--- src/crgb_pkg.sv ---
// crgb_pkg: shared widths, coefficients, codes and the command and status
// structs of the congruential generator bank; no dependencies
`timescale 1ns / 1ps

package crgb_pkg;

  // default parameter values
  localparam int VALUE_WIDTH_DEF = 16;
  localparam int SUM_TERMS_DEF   = 12;

  // fixed field widths
  localparam int MOD_W      = 16;
  localparam int MODE_W     = 3;
  localparam int SEED_W     = 16;
  localparam int OUT_W      = 20;
  localparam int IN_DATA_W  = 32;
  localparam int IN_USER_W  = 1;
  localparam int OUT_DATA_W = 24;
  localparam int CFG_IDX_W  = 1;
  localparam int CFG_DATA_W = 16;

  // register reset value and minimum modulus
  localparam logic [MOD_W-1:0]  MODULUS_RST = 16'd65521;
  localparam logic [MOD_W-1:0]  MODULUS_MIN = 16'd2;

  // recurrence coefficients
  localparam int LIN_MUL  = 28;
  localparam int LIN_ADD  = 76;
  localparam int QUAD_SQ  = 16;
  localparam int QUAD_LIN = 33;
  localparam int QUAD_ADD = 47;
  localparam int INV_MUL  = 49;
  localparam int INV_ADD  = 30;

  // configuration register indexes
  localparam logic [CFG_IDX_W-1:0] REG_MODULUS = 1'd0;
  localparam logic [CFG_IDX_W-1:0] REG_MODE    = 1'd1;

  // generator modes
  typedef logic [MODE_W-1:0] mode_t;
  localparam mode_t MODE_LINEAR = 3'd0;
  localparam mode_t MODE_QUAD   = 3'd1;
  localparam mode_t MODE_FIB    = 3'd2;
  localparam mode_t MODE_INV    = 3'd3;
  localparam mode_t MODE_DIFF   = 3'd4;
  localparam mode_t MODE_NORMAL = 3'd5;

  // dividend sources of the reduction unit
  typedef logic [2:0] src_t;
  localparam src_t SRC_SEED1 = 3'd0;
  localparam src_t SRC_SEED2 = 3'd1;
  localparam src_t SRC_LIN   = 3'd2;
  localparam src_t SRC_CUR   = 3'd3;
  localparam src_t SRC_POLY  = 3'd4;
  localparam src_t SRC_FIB   = 3'd5;
  localparam src_t SRC_AFF   = 3'd6;

  // destinations of a finished remainder
  typedef logic [2:0] dst_t;
  localparam dst_t DST_CUR     = 3'd0;
  localparam dst_t DST_PREV    = 3'd1;
  localparam dst_t DST_TERM    = 3'd2;
  localparam dst_t DST_FIB     = 3'd3;
  localparam dst_t DST_CUR_T   = 3'd4;
  localparam dst_t DST_CUR_SUM = 3'd5;

  // result selection
  typedef logic [1:0] res_t;
  localparam res_t RES_CUR  = 2'd0;
  localparam res_t RES_DIFF = 2'd1;
  localparam res_t RES_NORM = 2'd2;

  typedef struct packed {
    logic latch_in;
    logic red_start;
    src_t red_src;
    logic wr_en;
    dst_t wr_dst;
    logic mul_en;
    logic srch_init;
    logic srch_step;
    logic sum_clr;
    logic res_load;
    res_t res_sel;
  } cmd_t;

  typedef struct packed {
    logic  op_load;
    mode_t mode;
    logic  red_done;
    logic  srch_end;
    logic  out_free;
  } sts_t;

endpackage

--- src/crgb_modred.sv ---
// crgb_modred: bit-serial modular reduction, one dividend bit per cycle
// depends on crgb_pkg for the modulus width
`timescale 1ns / 1ps

module crgb_modred #(
  parameter int DIV_W = 38
) (
  input  logic                       clk,
  input  logic                       rst_n,
  input  logic                       start,
  input  logic [DIV_W-1:0]           dividend,
  input  logic [crgb_pkg::MOD_W-1:0] modulus,
  output logic                       done,
  output logic [crgb_pkg::MOD_W-1:0] rem
);

  localparam int CW = $clog2(DIV_W + 1);

  logic [DIV_W-1:0]           sh_r, sh_nxt;
  logic [CW-1:0]              cnt_r, cnt_nxt;
  logic [crgb_pkg::MOD_W-1:0] rem_r, rem_nxt;
  logic                       busy_r, busy_nxt;
  logic                       done_r, done_nxt;
  logic [crgb_pkg::MOD_W:0]   trial;
  logic [crgb_pkg::MOD_W-1:0] rem_step;

  // remainder stays below the modulus, so the trial fits one extra bit
  always_comb begin
    trial = {rem_r, sh_r[DIV_W-1]};
    if (trial >= {1'b0, modulus}) begin
      rem_step = crgb_pkg::MOD_W'(trial - {1'b0, modulus});
    end else begin
      rem_step = trial[crgb_pkg::MOD_W-1:0];
    end
  end

  always_comb begin
    sh_nxt   = sh_r;
    cnt_nxt  = cnt_r;
    rem_nxt  = rem_r;
    busy_nxt = busy_r;
    done_nxt = 1'b0;
    if (start) begin
      sh_nxt   = dividend;
      cnt_nxt  = CW'(DIV_W);
      rem_nxt  = '0;
      busy_nxt = 1'b1;
    end else if (busy_r) begin
      sh_nxt  = {sh_r[DIV_W-2:0], 1'b0};
      cnt_nxt = cnt_r - CW'(1);
      rem_nxt = rem_step;
      if (cnt_r == CW'(1)) begin
        busy_nxt = 1'b0;
        done_nxt = 1'b1;
      end
    end
  end

  always_ff @(posedge clk) begin
    if (!rst_n) begin
      busy_r <= 1'b0;
      done_r <= 1'b0;
      cnt_r  <= '0;
    end else begin
      busy_r <= busy_nxt;
      done_r <= done_nxt;
      cnt_r  <= cnt_nxt;
    end
  end

  always_ff @(posedge clk) begin
    sh_r  <= sh_nxt;
    rem_r <= rem_nxt;
  end

  assign done = done_r;
  assign rem  = rem_r;

endmodule

--- src/crgb_datapath.sv ---
// crgb_datapath: configuration registers, generator state, reduction unit,
// squarer, inverse search, twelve-sum accumulator and output register
// depends on crgb_pkg and crgb_modred
`timescale 1ns / 1ps

module crgb_datapath #(
  parameter int VALUE_WIDTH = crgb_pkg::VALUE_WIDTH_DEF,
  parameter int SUM_TERMS   = crgb_pkg::SUM_TERMS_DEF
) (
  input  logic                            clk,
  input  logic                            rst_n,
  input  crgb_pkg::cmd_t                  cmd,
  output crgb_pkg::sts_t                  sts,
  input  logic [crgb_pkg::IN_DATA_W-1:0]  in_data,
  input  logic [crgb_pkg::IN_USER_W-1:0]  in_user,
  input  logic                            cfg_we,
  input  logic [crgb_pkg::CFG_IDX_W-1:0]  cfg_index,
  input  logic [crgb_pkg::CFG_DATA_W-1:0] cfg_data,
  input  logic                            out_ready,
  output logic                            out_valid,
  output logic [crgb_pkg::OUT_W-1:0]      out_data
);

  localparam int MW     = crgb_pkg::MOD_W;
  localparam int VW     = VALUE_WIDTH;
  localparam int DIV_W  = (VALUE_WIDTH + 6 > 38) ? VALUE_WIDTH + 6 : 38;
  localparam int SUM_W  = crgb_pkg::MOD_W + $clog2(SUM_TERMS + 1);
  localparam int DIFF_W = ((SUM_W > crgb_pkg::OUT_W) ? SUM_W : crgb_pkg::OUT_W) + 1;

  logic [MW-1:0]                  modulus_r;
  crgb_pkg::mode_t                mode_r;
  logic [MW-1:0]                  m_eff;
  logic [VW-1:0]                  cur_r, cur_nxt;
  logic [VW-1:0]                  prev_r, prev_nxt;
  logic [VW-1:0]                  t_r;
  logic [crgb_pkg::SEED_W-1:0]    seed1_r, seed2_r;
  logic [MW-1:0]                  term_r;
  logic [2*MW-1:0]                sq_r;
  logic [MW-1:0]                  acc_r, idx_r, inv_r;
  logic [MW:0]                    acc_sum;
  logic [MW-1:0]                  acc_add;
  logic                           srch_hit, srch_last;
  logic [SUM_W-1:0]               sum_r;
  logic [DIV_W-1:0]               dividend;
  logic                           red_done;
  logic [MW-1:0]                  red_rem;
  logic [VW-1:0]                  rem_vw;
  logic [VW-1:0]                  abs_diff;
  logic [DIFF_W-1:0]              ofs_full, norm_val;
  logic [crgb_pkg::OUT_W-1:0]     res_val;
  logic [crgb_pkg::OUT_W-1:0]     res_r;
  logic                           out_valid_r;

  // a modulus of zero or one acts as two
  assign m_eff = (modulus_r < crgb_pkg::MODULUS_MIN) ? crgb_pkg::MODULUS_MIN : modulus_r;

  always_ff @(posedge clk) begin
    if (!rst_n) begin
      modulus_r <= crgb_pkg::MODULUS_RST;
      mode_r    <= crgb_pkg::MODE_LINEAR;
    end else if (cfg_we) begin
      unique case (cfg_index)
        crgb_pkg::REG_MODULUS: modulus_r <= cfg_data;
        crgb_pkg::REG_MODE:    mode_r    <= cfg_data[crgb_pkg::MODE_W-1:0];
      endcase
    end
  end

  always_comb begin
    unique case (cmd.red_src)
      crgb_pkg::SRC_SEED1: dividend = DIV_W'(seed1_r);
      crgb_pkg::SRC_SEED2: dividend = DIV_W'(seed2_r);
      crgb_pkg::SRC_LIN:
        dividend = DIV_W'(cur_r) * DIV_W'(crgb_pkg::LIN_MUL) + DIV_W'(crgb_pkg::LIN_ADD);
      crgb_pkg::SRC_POLY:
        dividend = DIV_W'(sq_r) * DIV_W'(crgb_pkg::QUAD_SQ)
                 + DIV_W'(term_r) * DIV_W'(crgb_pkg::QUAD_LIN)
                 + DIV_W'(crgb_pkg::QUAD_ADD);
      crgb_pkg::SRC_FIB:   dividend = DIV_W'(cur_r) + DIV_W'(prev_r);
      crgb_pkg::SRC_AFF:
        dividend = DIV_W'(inv_r) * DIV_W'(crgb_pkg::INV_MUL) + DIV_W'(crgb_pkg::INV_ADD);
      default:             dividend = DIV_W'(cur_r);
    endcase
  end

  crgb_modred #(
    .DIV_W(DIV_W)
  ) u_modred (
    .clk     (clk),
    .rst_n   (rst_n),
    .start   (cmd.red_start),
    .dividend(dividend),
    .modulus (m_eff),
    .done    (red_done),
    .rem     (red_rem)
  );

  // new state words are masked to the state width
  assign rem_vw = VW'(red_rem);

  always_comb begin
    cur_nxt  = cur_r;
    prev_nxt = prev_r;
    if (cmd.wr_en) begin
      unique case (cmd.wr_dst) inside
        crgb_pkg::DST_CUR, crgb_pkg::DST_CUR_T, crgb_pkg::DST_CUR_SUM: cur_nxt = rem_vw;
        crgb_pkg::DST_PREV: prev_nxt = rem_vw;
        crgb_pkg::DST_FIB: begin
          cur_nxt  = rem_vw;
          prev_nxt = cur_r;
        end
        default: cur_nxt = cur_r;
      endcase
    end
  end

  always_ff @(posedge clk) begin
    if (!rst_n) begin
      cur_r  <= '0;
      prev_r <= '0;
    end else begin
      cur_r  <= cur_nxt;
      prev_r <= prev_nxt;
    end
  end

  // inverse search: acc tracks term * idx mod m
  assign acc_sum   = {1'b0, acc_r} + {1'b0, term_r};
  assign acc_add   = (acc_sum >= {1'b0, m_eff}) ? MW'(acc_sum - {1'b0, m_eff}) : MW'(acc_sum);
  assign srch_hit  = (acc_r == MW'(1));
  assign srch_last = (idx_r == m_eff - MW'(1));

  always_ff @(posedge clk) begin
    if (cmd.latch_in) begin
      seed1_r <= in_data[crgb_pkg::SEED_W-1:0];
      seed2_r <= in_data[2*crgb_pkg::SEED_W-1:crgb_pkg::SEED_W];
    end
    if (cmd.wr_en && cmd.wr_dst == crgb_pkg::DST_CUR_T) begin
      t_r <= rem_vw;
    end
    if (cmd.wr_en && cmd.wr_dst == crgb_pkg::DST_TERM) begin
      term_r <= red_rem;
    end
    if (cmd.mul_en) begin
      sq_r <= (2*MW)'(term_r) * (2*MW)'(term_r);
    end
    if (cmd.srch_init) begin
      acc_r <= term_r;
      idx_r <= MW'(1);
    end else if (cmd.srch_step) begin
      if (srch_hit) begin
        inv_r <= idx_r;
      end else if (srch_last) begin
        inv_r <= '0;
      end else begin
        acc_r <= acc_add;
        idx_r <= idx_r + MW'(1);
      end
    end
    if (cmd.sum_clr) begin
      sum_r <= '0;
    end else if (cmd.wr_en && cmd.wr_dst == crgb_pkg::DST_CUR_SUM) begin
      sum_r <= sum_r + SUM_W'(rem_vw);
    end
  end

  assign abs_diff = (t_r > cur_r) ? (t_r - cur_r) : (cur_r - t_r);
  assign ofs_full = (DIFF_W'(m_eff) * DIFF_W'(SUM_TERMS)) >> 1;
  assign norm_val = DIFF_W'(sum_r) - ofs_full;

  always_comb begin
    unique case (cmd.res_sel)
      crgb_pkg::RES_DIFF: res_val = crgb_pkg::OUT_W'(abs_diff);
      crgb_pkg::RES_NORM: res_val = crgb_pkg::OUT_W'(norm_val);
      default:            res_val = crgb_pkg::OUT_W'(cur_r);
    endcase
  end

  always_ff @(posedge clk) begin
    if (!rst_n) begin
      out_valid_r <= 1'b0;
    end else if (cmd.res_load) begin
      out_valid_r <= 1'b1;
    end else if (out_ready) begin
      out_valid_r <= 1'b0;
    end
  end

  always_ff @(posedge clk) begin
    if (cmd.res_load) begin
      res_r <= res_val;
    end
  end

  assign out_valid = out_valid_r;
  assign out_data  = res_r;

  assign sts.op_load  = in_user[0];
  assign sts.mode     = mode_r;
  assign sts.red_done = red_done;
  assign sts.srch_end = srch_hit || srch_last;
  assign sts.out_free = !out_valid_r || out_ready;

endmodule

--- src/crgb_ctrl.sv ---
// crgb_ctrl: sequencer that steps each generator mode through reductions,
// squaring, inverse search and result hand-off; depends on crgb_pkg
`timescale 1ns / 1ps

module crgb_ctrl #(
  parameter int SUM_TERMS = crgb_pkg::SUM_TERMS_DEF
) (
  input  logic           clk,
  input  logic           rst_n,
  input  logic           in_valid,
  output logic           in_ready,
  input  crgb_pkg::sts_t sts,
  output crgb_pkg::cmd_t cmd
);

  localparam int KW = $clog2(SUM_TERMS + 1);
  localparam logic [KW-1:0] K_LAST = KW'(SUM_TERMS - 1);

  localparam logic [3:0] S_IDLE  = 4'd0;
  localparam logic [3:0] S_LD1   = 4'd1;
  localparam logic [3:0] S_LD2   = 4'd2;
  localparam logic [3:0] S_LIN   = 4'd3;
  localparam logic [3:0] S_QRED  = 4'd4;
  localparam logic [3:0] S_QMUL  = 4'd5;
  localparam logic [3:0] S_QPOLY = 4'd6;
  localparam logic [3:0] S_FIB   = 4'd7;
  localparam logic [3:0] S_SINIT = 4'd8;
  localparam logic [3:0] S_SRCH  = 4'd9;
  localparam logic [3:0] S_IAFF  = 4'd10;
  localparam logic [3:0] S_OUT   = 4'd11;

  logic [3:0]    state_r, state_nxt;
  logic          issued_r, issued_nxt;
  logic [KW-1:0] k_r, k_nxt;
  logic          is_red;
  logic [3:0]    red_next;

  always_comb begin
    state_nxt  = state_r;
    issued_nxt = issued_r;
    k_nxt      = k_r;
    cmd        = '0;
    in_ready   = 1'b0;
    is_red     = 1'b0;
    red_next   = S_IDLE;
    unique case (state_r)
      S_IDLE: begin
        in_ready = 1'b1;
        if (in_valid) begin
          cmd.latch_in = 1'b1;
          if (sts.op_load) begin
            state_nxt = S_LD1;
          end else begin
            cmd.sum_clr = 1'b1;
            k_nxt       = '0;
            unique case (sts.mode) inside
              crgb_pkg::MODE_QUAD, crgb_pkg::MODE_INV, crgb_pkg::MODE_NORMAL:
                state_nxt = S_QRED;
              crgb_pkg::MODE_FIB: state_nxt = S_FIB;
              default:            state_nxt = S_LIN;
            endcase
          end
        end
      end
      S_LD1: begin
        is_red      = 1'b1;
        cmd.red_src = crgb_pkg::SRC_SEED1;
        cmd.wr_dst  = crgb_pkg::DST_CUR;
        red_next    = S_LD2;
      end
      S_LD2: begin
        is_red      = 1'b1;
        cmd.red_src = crgb_pkg::SRC_SEED2;
        cmd.wr_dst  = crgb_pkg::DST_PREV;
        red_next    = S_IDLE;
      end
      S_LIN: begin
        is_red      = 1'b1;
        cmd.red_src = crgb_pkg::SRC_LIN;
        cmd.wr_dst  = crgb_pkg::DST_CUR_T;
        red_next    = (sts.mode == crgb_pkg::MODE_DIFF) ? S_QRED : S_OUT;
      end
      S_QRED: begin
        is_red      = 1'b1;
        cmd.red_src = crgb_pkg::SRC_CUR;
        cmd.wr_dst  = crgb_pkg::DST_TERM;
        if (sts.mode == crgb_pkg::MODE_QUAD || sts.mode == crgb_pkg::MODE_DIFF) begin
          red_next = S_QMUL;
        end else begin
          red_next = S_SINIT;
        end
      end
      S_QMUL: begin
        cmd.mul_en = 1'b1;
        state_nxt  = S_QPOLY;
      end
      S_QPOLY: begin
        is_red      = 1'b1;
        cmd.red_src = crgb_pkg::SRC_POLY;
        cmd.wr_dst  = crgb_pkg::DST_CUR;
        red_next    = S_OUT;
      end
      S_FIB: begin
        is_red      = 1'b1;
        cmd.red_src = crgb_pkg::SRC_FIB;
        cmd.wr_dst  = crgb_pkg::DST_FIB;
        red_next    = S_OUT;
      end
      S_SINIT: begin
        cmd.srch_init = 1'b1;
        state_nxt     = S_SRCH;
      end
      S_SRCH: begin
        cmd.srch_step = 1'b1;
        if (sts.srch_end) begin
          state_nxt = S_IAFF;
        end
      end
      S_IAFF: begin
        is_red      = 1'b1;
        cmd.red_src = crgb_pkg::SRC_AFF;
        cmd.wr_dst  = crgb_pkg::DST_CUR_SUM;
        // the twelve-sum mode loops back for its next inverse term
        if (sts.mode == crgb_pkg::MODE_NORMAL && k_r != K_LAST) begin
          red_next = S_QRED;
        end else begin
          red_next = S_OUT;
        end
        if (issued_r && sts.red_done) begin
          k_nxt = k_r + KW'(1);
        end
      end
      S_OUT: begin
        if (sts.mode == crgb_pkg::MODE_DIFF) begin
          cmd.res_sel = crgb_pkg::RES_DIFF;
        end else if (sts.mode == crgb_pkg::MODE_NORMAL) begin
          cmd.res_sel = crgb_pkg::RES_NORM;
        end else begin
          cmd.res_sel = crgb_pkg::RES_CUR;
        end
        if (sts.out_free) begin
          cmd.res_load = 1'b1;
          state_nxt    = S_IDLE;
        end
      end
      default: state_nxt = S_IDLE;
    endcase

    // reduction states: kick the unit once, then wait for its remainder
    if (is_red) begin
      if (!issued_r) begin
        cmd.red_start = 1'b1;
        issued_nxt    = 1'b1;
      end else if (sts.red_done) begin
        cmd.wr_en  = 1'b1;
        issued_nxt = 1'b0;
        state_nxt  = red_next;
      end
    end
  end

  always_ff @(posedge clk) begin
    if (!rst_n) begin
      state_r  <= S_IDLE;
      issued_r <= 1'b0;
      k_r      <= '0;
    end else begin
      state_r  <= state_nxt;
      issued_r <= issued_nxt;
      k_r      <= k_nxt;
    end
  end

endmodule

--- src/congruential_random_generator_bank_core.sv ---
// congruential_random_generator_bank_core: controller plus datapath, one item at a time.
// each modular reduction takes one dividend bit per cycle; a load reduces both seeds, a linear
// or fibonacci value takes one reduction, quadratic reduces, squares and reduces again,
// difference does the linear then the quadratic step, inverse mode adds a search and an affine
// step, the twelve-sum mode repeats reduce, search and affine step SUM_TERMS times; the next
// transaction can be taken after the result is loaded. synchronous active-low reset: modulus 65521, mode 0.
`timescale 1ns / 1ps

module congruential_random_generator_bank_core #(
  parameter int VALUE_WIDTH = crgb_pkg::VALUE_WIDTH_DEF,
  parameter int SUM_TERMS   = crgb_pkg::SUM_TERMS_DEF
) (
  input  logic                             clk,
  input  logic                             rst_n,
  input  logic                             in_tvalid,
  output logic                             in_tready,
  // seed_first [15:0], seed_second [31:16]
  input  logic [crgb_pkg::IN_DATA_W-1:0]   in_tdata,
  // operation [0]
  input  logic [crgb_pkg::IN_USER_W-1:0]   in_tuser,
  output logic                             out_tvalid,
  input  logic                             out_tready,
  // random_value [19:0], zero fill [23:20]
  output logic [crgb_pkg::OUT_DATA_W-1:0]  out_tdata,
  input  logic                             cfg_valid,
  output logic                             cfg_ready,
  input  logic [crgb_pkg::CFG_IDX_W-1:0]   cfg_index,
  input  logic [crgb_pkg::CFG_DATA_W-1:0]  cfg_data
);

  crgb_pkg::cmd_t             cmd;
  crgb_pkg::sts_t             sts;
  logic [crgb_pkg::OUT_W-1:0] out_data;

  assign cfg_ready = 1'b1;

  crgb_ctrl #(
    .SUM_TERMS(SUM_TERMS)
  ) u_ctrl (
    .clk     (clk),
    .rst_n   (rst_n),
    .in_valid(in_tvalid),
    .in_ready(in_tready),
    .sts     (sts),
    .cmd     (cmd)
  );

  crgb_datapath #(
    .VALUE_WIDTH(VALUE_WIDTH),
    .SUM_TERMS  (SUM_TERMS)
  ) u_datapath (
    .clk      (clk),
    .rst_n    (rst_n),
    .cmd      (cmd),
    .sts      (sts),
    .in_data  (in_tdata),
    .in_user  (in_tuser),
    .cfg_we   (cfg_valid && cfg_ready),
    .cfg_index(cfg_index),
    .cfg_data (cfg_data),
    .out_ready(out_tready),
    .out_valid(out_tvalid),
    .out_data (out_data)
  );

  assign out_tdata = crgb_pkg::OUT_DATA_W'(out_data);

  // an accepted transaction always takes the sequencer out of idle
  a_busy_after_accept: assert property (@(posedge clk) disable iff (!rst_n)
    in_tvalid && in_tready |=> !in_tready)
    else $error("input accepted twice in a row");

  // no result can be ready the cycle after an item is taken
  a_no_instant_result: assert property (@(posedge clk) disable iff (!rst_n)
    in_tvalid && in_tready |=> !$rose(out_tvalid))
    else $error("result appeared without any reduction");

  // once the inverse is resolved the search stops
  a_search_stops: assert property (@(posedge clk) disable iff (!rst_n)
    cmd.srch_step && sts.srch_end |=> !cmd.srch_step)
    else $error("inverse search ran past its end");

endmodule

--- config.mk ---
export PLATFORM = sky130hd
export DESIGN_NAME = congruential_random_generator_bank_core
export DESIGN_NICKNAME = d
export VERILOG_FILES = /design/src/crgb_pkg.sv /design/src/crgb_modred.sv /design/src/crgb_datapath.sv /design/src/crgb_ctrl.sv /design/src/congruential_random_generator_bank_core.sv
export SDC_FILE = /design/constraint.sdc
export NUM_CORES = 2
export LEC_CHECK = 0
export ABC_AREA = 1
export BUFFER_PORTS_ARGS = -buffer_cell sky130_fd_sc_hd__clkbuf_2
export CAP_MARGIN = 40
export CORE_UTILIZATION = 53
export CTS_CLUSTER_SIZE = 12
export DETAILED_ROUTE_END_ITERATION = 10
export GPL_ROUTABILITY_DRIVEN = 0
export HOLD_SLACK_MARGIN = 0.06
export PLACE_DENSITY = 0.69
export SLEW_MARGIN = 15
export SYNTH_ARGS = -nofsm -noshare
export SYNTH_HDL_FRONTEND = slang
export SYNTH_SLANG_ARGS = --single-unit
--- constraint.sdc ---
create_clock -name clk -period 7.7 [get_ports clk]
set_input_delay 0.77 -clock clk [delete_from_list [all_inputs] [get_ports clk]]
set_output_delay 0.77 -clock clk [all_outputs]
set_load 0.02 [all_outputs]
=== Word-level counts from Yosys, hierarchy flattened ===
Index checks and enable logic that the tools add are counted.
Widths: inputs -> output; s select.

* Order comparisons: 4
* Equal/unequal tests: 37
* Add/subtract/negate cells: 16
* Divide/modulo/power cells: 0
* Mux-type cells: 63
* Multipliers: 5
* Bitwise operators: 6
* Reductions and logical operators: 32
* Shift operators: 0

{| class="wikitable"
|+ Operators by type and width
! cell !! number
|-
| $pmux 38 s6 || 1
|-
| $mux 16 || 10
|-
| $mux 38 || 2
|-
| $sub 16x16->16 || 4
|-
| $mux 4 || 12
|-
| $mul 16x6->22 const B || 2
|-
| $pmux 20 s2 || 1
|-
| $add 38x6->38 const B || 1
|-
| $add 36x22->37 || 1
|-
| $add 16x16->17 || 2
|-
| $ge 17x16->1 || 2
|-
| $mul 16x16->32 || 1
|-
| $pmux 16 s2 || 1
|-
| $mux 1 || 24
|-
| $pmux 4 s6 || 1
|-
| $add 22x5->23 const B || 1
|-
| $add 21x7->22 const B || 1
|-
| $eq 3x3->1 const B || 7
|-
| $add 20x16->20 || 1
|-
| $pmux 4 s5 || 1
|-
| $sub 20x19->20 || 1
|-
| $mul 16x3->19 const B || 1
|-
| $mul 16x2->18 const B || 1
|-
| $pmux 3 s6 || 1
|-
| other kinds (40) || 83
|}

* Register bits: 307
* Latch bits: 0
* Memory bits (writable): 0
* Logic and storage cells: 187
* Memories: 0
* Output and inout port bits: 27
* Input port bits: 55
* Memory bits (read-only): 0

=== Depth between registers and ports, before layout ===
* Depth in word-level cells: 10
* Mapped depth: 32
* Mapped depth without buffers: 32

=== Hierarchy ===
Synthesis repeated with hierarchy kept, for this count alone.

* Cells, all modules: 4,493
* Area, all modules: 34,287.9 µm²

{| class="wikitable"
|+ By module, submodules not included
! module !! seq. area each (µm²) !! cells each !! instances !! area an instance (µm²)
|-
| crgb_datapath || 6,175.9 || 3,809 || 1 || 29,488.3
|-
| crgb_modred || 1,621.6 || 527 || 1 || 3,893.7
|-
| crgb_ctrl || 180.2 || 150 || 1 || 860.8
|-
| congruential_random_generator_bank_core || 0.0 || 7 || 1 || 45.0
|}

=== Least setup slack after synthesis ===
No wires, ideal clock.

* Path type: reg-to-reg
* From: register u_datapath.term_r[13]
* To: register u_datapath.sq_r[30] (data pin)
* Setup time: 0.268 ns
* Period minus slack after synthesis: 5.931 ns
* Arrival: 5.663 ns
* Stages on the path, launching flop included: 24
* Slack: 1.769 ns
* Required time: 7.432 ns
* Cells stage by stage: edfxtp_1 > clkbuf_1 > clkbuf_1 > nand2_1 > fa_1 > inv_1 > fa_1 > inv_1 > fa_1 > inv_1 > fa_1 > inv_1 > fa_1 > inv_1 > fa_1 > ha_1 > a21oi_1 > o21ai_0 > a21oi_1 > nand3_1 > nand3_1 > nand2_1 > a211oi_1 > xor2_1

* Longest elaborated chain between the ends: 1

{| class="wikitable"
|+ Ends and longest elaborated chain
! item !! RTL line !! RTL
|-
| from (decl) || crgb_datapath.sv:37 || <nowiki>logic [MW-1:0] term_r;</nowiki>
|-
| from (signal assigned) || crgb_datapath.sv:142 || <nowiki>term_r <= red_rem;</nowiki>
|-
| $mul 16x16->32 || crgb_datapath.sv:145 || <nowiki>sq_r <= (2*MW)'(term_r) * (2*MW)'(term_r);</nowiki>
|-
| to (signal assigned) || crgb_datapath.sv:145 ||
|-
| to (decl) || crgb_datapath.sv:38 || <nowiki>logic [2*MW-1:0] sq_r;</nowiki>
|}

No other way between the ends.
A chain may end at the register's enable or synchronous reset.

=== Worst setup path after layout ===
* From: register u_datapath.term_r[12]
* To: register u_datapath.sq_r[30] (data pin)

The elaborated chain is that of the path after synthesis.

==> out/qor.yml <==
die:
  die_w_um: 255
  ios: 82
  die_h_um: 255
  start_util_pct: 53.7
  core_area_um2: 63200
  placement_rows: 92
  die_area_um2: 65100
clock_tree:
  clockRootBuffer: "clkbuf_16"
  post_cts_buffers: 0
  clk_pin_slew_worst_paths_ns: 0.07
  worst_skew_pair.late_latency_ns: 0.58
  h-tree-depth: 2
  cts_tree: "yes"
  post_cts_resized: 0
  cts_sinks: 306
  cts_hold_buf: 0
  clockBufferDepth: 3
  cts_buffers: 38
global_route:
  busiest_layer: "met2"
  gr-usage-met3_pct: 5.05
  grt_pass1_vias: 27937
  grt_use_met2_pct: 46.8
  antenna_found_initial: 1
  grt.total_usage_pct: 29.6
  grt_overflow: 0
  grt_pass1_wl_um: 151000
  use_met1_pct: 41.7
  grt_max_degree: 43
route:
  routed_wl_um: 96000
  drc_errors: 0
  drt_iter0_drc: 2700
  wl_per_cell_um: 17.9
  num_vias: 29831
  final_antenna_net_count: 0
  first_pass_iters: 6
  viasPerCell: 5.55
setup_path:
  r2r_slack_ns: 1.26
  crit_family: "adder cells"
  slowest_delay_ns: 0.74
  criticalPathCategory: "flip-flop to flip-flop"
  critPathMaxFanout: 18
  cp-end-kind: "flip-flop"
  r2r_start: "u_datapath.term_r[12]"
  crit_chain: "ha_1 > fa_1 > inv_1 > fa_1 > inv_1 > fa_1 > fa_1 > fa_1 > inv_1 > fa_1 > inv_1 > ha_1 > a21oi_1 > o21ai_0 > a21oi_1 > nand3_1 > nand3_1 > nand2_1 > a211oi_1 > xor2_1"
  cp.arrival_ns: 6.74
  slowest_stage: "edfxtp_1"
  worst-path-buf-inv: 4
  path_common_cell: "fa_1"
  r2r_cells: 20
  r2r_end: "u_datapath.sq_r[30]"
  required_ns: 8.01
  startpoint_type: "flip-flop"
timing:
  finalSetupViolCount: 0
  worst_clock_skew_ns: 0.0227
  hold_viol: 0
  maxSlewHeadroom_pct: 42.0
  fmax_ghz: 0.155
  drv_slew: 0
  fin_setup_tns_ns: 0
  min_period_ns: 6.44
  tightest_slew_ns: 0.869
  rsz0062_at_grt: "no"
  finalCritPeriodShare_pct: 83.6
power_and_ir_drop:
  ir_worst_vdd_mv: 0.171
  p_leak_nw: 18.3
  p_per_area_nw_per_um2: 136
synth:
  syn_inst: 4459
  synth_edf_count: 185
  yosysWarningCount: 0
  async_flop_share_pct: 0
  synth_seq_cells: 306
  avgSynthCellArea_um2: 7.62
  syn_area_um2: 34000
  yosysUniqueCellTypes: 66
  synth_flop_cell: "edfxtp_1"
  synth_seq_area_share_pct: 23.5
worst_hold_path:
  min-delay-start: "in_tdata[25]"
  hold_path_end: "u_datapath.seed2_r[9]"
  hp-class: "primary input to flip-flop"
  hold_path_depth: 1
run_status:
  outcome: "completed"
cells_and_area:
  drive_gt1_share_pct: 6.03
  design.final.nets: 5168
  n_antenna_cell: 0
  areaGrowthSynthToFinish_pct: 7.62
  finalInstanceArea_um2: 36500
  n_fill_cell: 5898
job:
  maxCapViolations: 0
placement:
  io_buffer_count: 76
  hpwl_um: 77400
  place_area_um2: 35200
==> cell families (layout without fill, tap and decap cells) <==
kind of cell | Yosys count | count (layout) | synth area share [%]
adders and majority gates | 613 | 613 | 27.3
xor gates and xnor gates | 159 | 159 | 4.12
muxes | 3 | 3 | 0.0921
buffers and inverters | 917 | 983 | 10.4
and+or+nand+nor | 1663 | 1663 | 21.1
DFF | 306 | 306 | 23.5
other | 2 | 7 | 0.0221
AOI/OAI and AO/OA | 796 | 796 | 13.5
==> routing by layer <==
| layer | part of all wire, % | vias to the layer above |
|---|---|---|
| met5 | 0 | - |
| met4 | 2.5 | 0 |
| met3 | 7.8 | 146 |
| met2 | 44 | 1011 |
| met1 | 45 | 13952 |
| li1 | - | 14722 |
==> sequential cells by signal, indices dropped and copies added (netlist names) <==
name / cells
u_datapath.u_modred.busy_r: 1
u_datapath.acc_r: 16
u_datapath.u_modred.rem: 16
u_datapath.u_modred.done: 1
u_datapath.out_data: 20
u_datapath.mode_r: 3
u_ctrl.state_r: 4
u_datapath.u_modred.cnt_r: 6
u_datapath.sq_r: 31
u_datapath.modulus_r: 16
u_datapath.inv_r: 16
u_datapath.seed2_r: 16
u_datapath.seed1_r: 16
u_ctrl.k_r: 4
u_datapath.cur_r: 16
u_datapath.u_modred.sh_r: 38
u_datapath.idx_r: 16
u_ctrl.issued_r: 1
u_datapath.t_r: 16
u_datapath.prev_r: 16
u_datapath.term_r: 16
u_datapath.out_valid: 1
u_datapath.sum_r: 20
==> area by class of cell <==
class                   instances  area, um2  area share (%)
well taps                     846       1060            2.90
clock buffers                  52       1080            2.97
flip-flops and latches        306       7980            21.8
clock inverters                18        223           0.609
repair buffers                101        658            1.80
inverters                     812       3050            8.34
multi-input cells            3241      22500            61.6
==> metrics by stage <==
stage               std cells  util [%]  total power, W  hold slack, ns  setup WS [ns]
finish                   5376      57.8         0.00499           0.364           1.26
global route             5376      57.8         0.00517           0.342          0.863
CTS                      5374      57.8         0.00499           0.339           1.26
detailed placement       5304      55.7         0.00308           0.457           1.27
global placement         5296      55.5         0.00306           0.457           1.46
floorplan                4464         -         0.00271           0.443           1.77
==> power breakdown <==
group	internal [W]	leakage [nW]	switching, W
Clock	0.00113	0.650	0.000776
Combinational	0.000328	14.9	0.000599
Sequential	0.00191	2.75	0.000237
==> worst max path at each step <==
stage                                     start                  end  slack (ns)  depth (start not counted)
after floorplan           u_datapath.term_r[13]  u_datapath.sq_r[30]        1.77                         23
after global placement    u_datapath.term_r[11]  u_datapath.sq_r[30]        1.46                         20
after detailed placement  u_datapath.term_r[13]  u_datapath.sq_r[30]        1.27                         21
after CTS                 u_datapath.term_r[13]  u_datapath.sq_r[30]        1.26                         21
after global routing      u_datapath.term_r[12]  u_datapath.sq_r[30]        0.86                         20
final                     u_datapath.term_r[12]  u_datapath.sq_r[30]        1.26                         20
==> layout by cell type, fill, tap and decap left out, drive strengths merged, types with 51 or more instances in the layout <==
cell and instances:
inv 813, nand3 235, xor2 102, o211ai 51, a21oi 335, nand2 950, clkbuf 128, ha 399
o21ai 246, nand4 52, dfxtp 121, xnor2 57, nor3 55, edfxtp 185, fa 214, nor2 317
==> cell usage after synthesis (all sizes together) (7+ instances only) <==
cell | instances | area share [%]
dfxtp | 121 | 7.1
a21oi | 335 | 5.0
o31ai | 7 | 0.15
buf | 30 | 0.54
o211ai | 51 | 1.1
nor2 | 317 | 3.9
o221ai | 13 | 0.34
nand3b | 15 | 0.33
a31oi | 16 | 0.29
o2111ai | 13 | 0.34
xnor2 | 57 | 1.5
xor2 | 102 | 2.7
a221oi | 12 | 0.31
nand2 | 950 | 11
or2 | 16 | 0.29
a211oi | 36 | 0.80
nor3 | 55 | 0.87
edfxtp | 185 | 16
nor4 | 14 | 0.28
o21a | 11 | 0.24
nand4 | 52 | 0.96
inv | 808 | 8.9
o21bai | 15 | 0.33
a21o | 15 | 0.33
ha | 399 | 15
clkbuf | 75 | 0.83
nand3 | 235 | 3.6
fa | 214 | 13
o21ai | 246 | 3.6
==> worst register-to-register path, cell delays in order, from the launching register on <==
cell and delay (ns):
edfxtp_1 0.74, ha_1 0.41, fa_1 0.58, inv_1 0.07
fa_1 0.50, inv_1 0.05, fa_1 0.47, fa_1 0.52
fa_1 0.55, inv_1 0.05, fa_1 0.52, inv_1 0.04
ha_1 0.38, a21oi_1 0.24, o21ai_0 0.12, a21oi_1 0.20
nand3_1 0.16, nand3_1 0.10, nand2_1 0.09, a211oi_1 0.27
xor2_1 0.12
(Power assumes the default switching activity.)
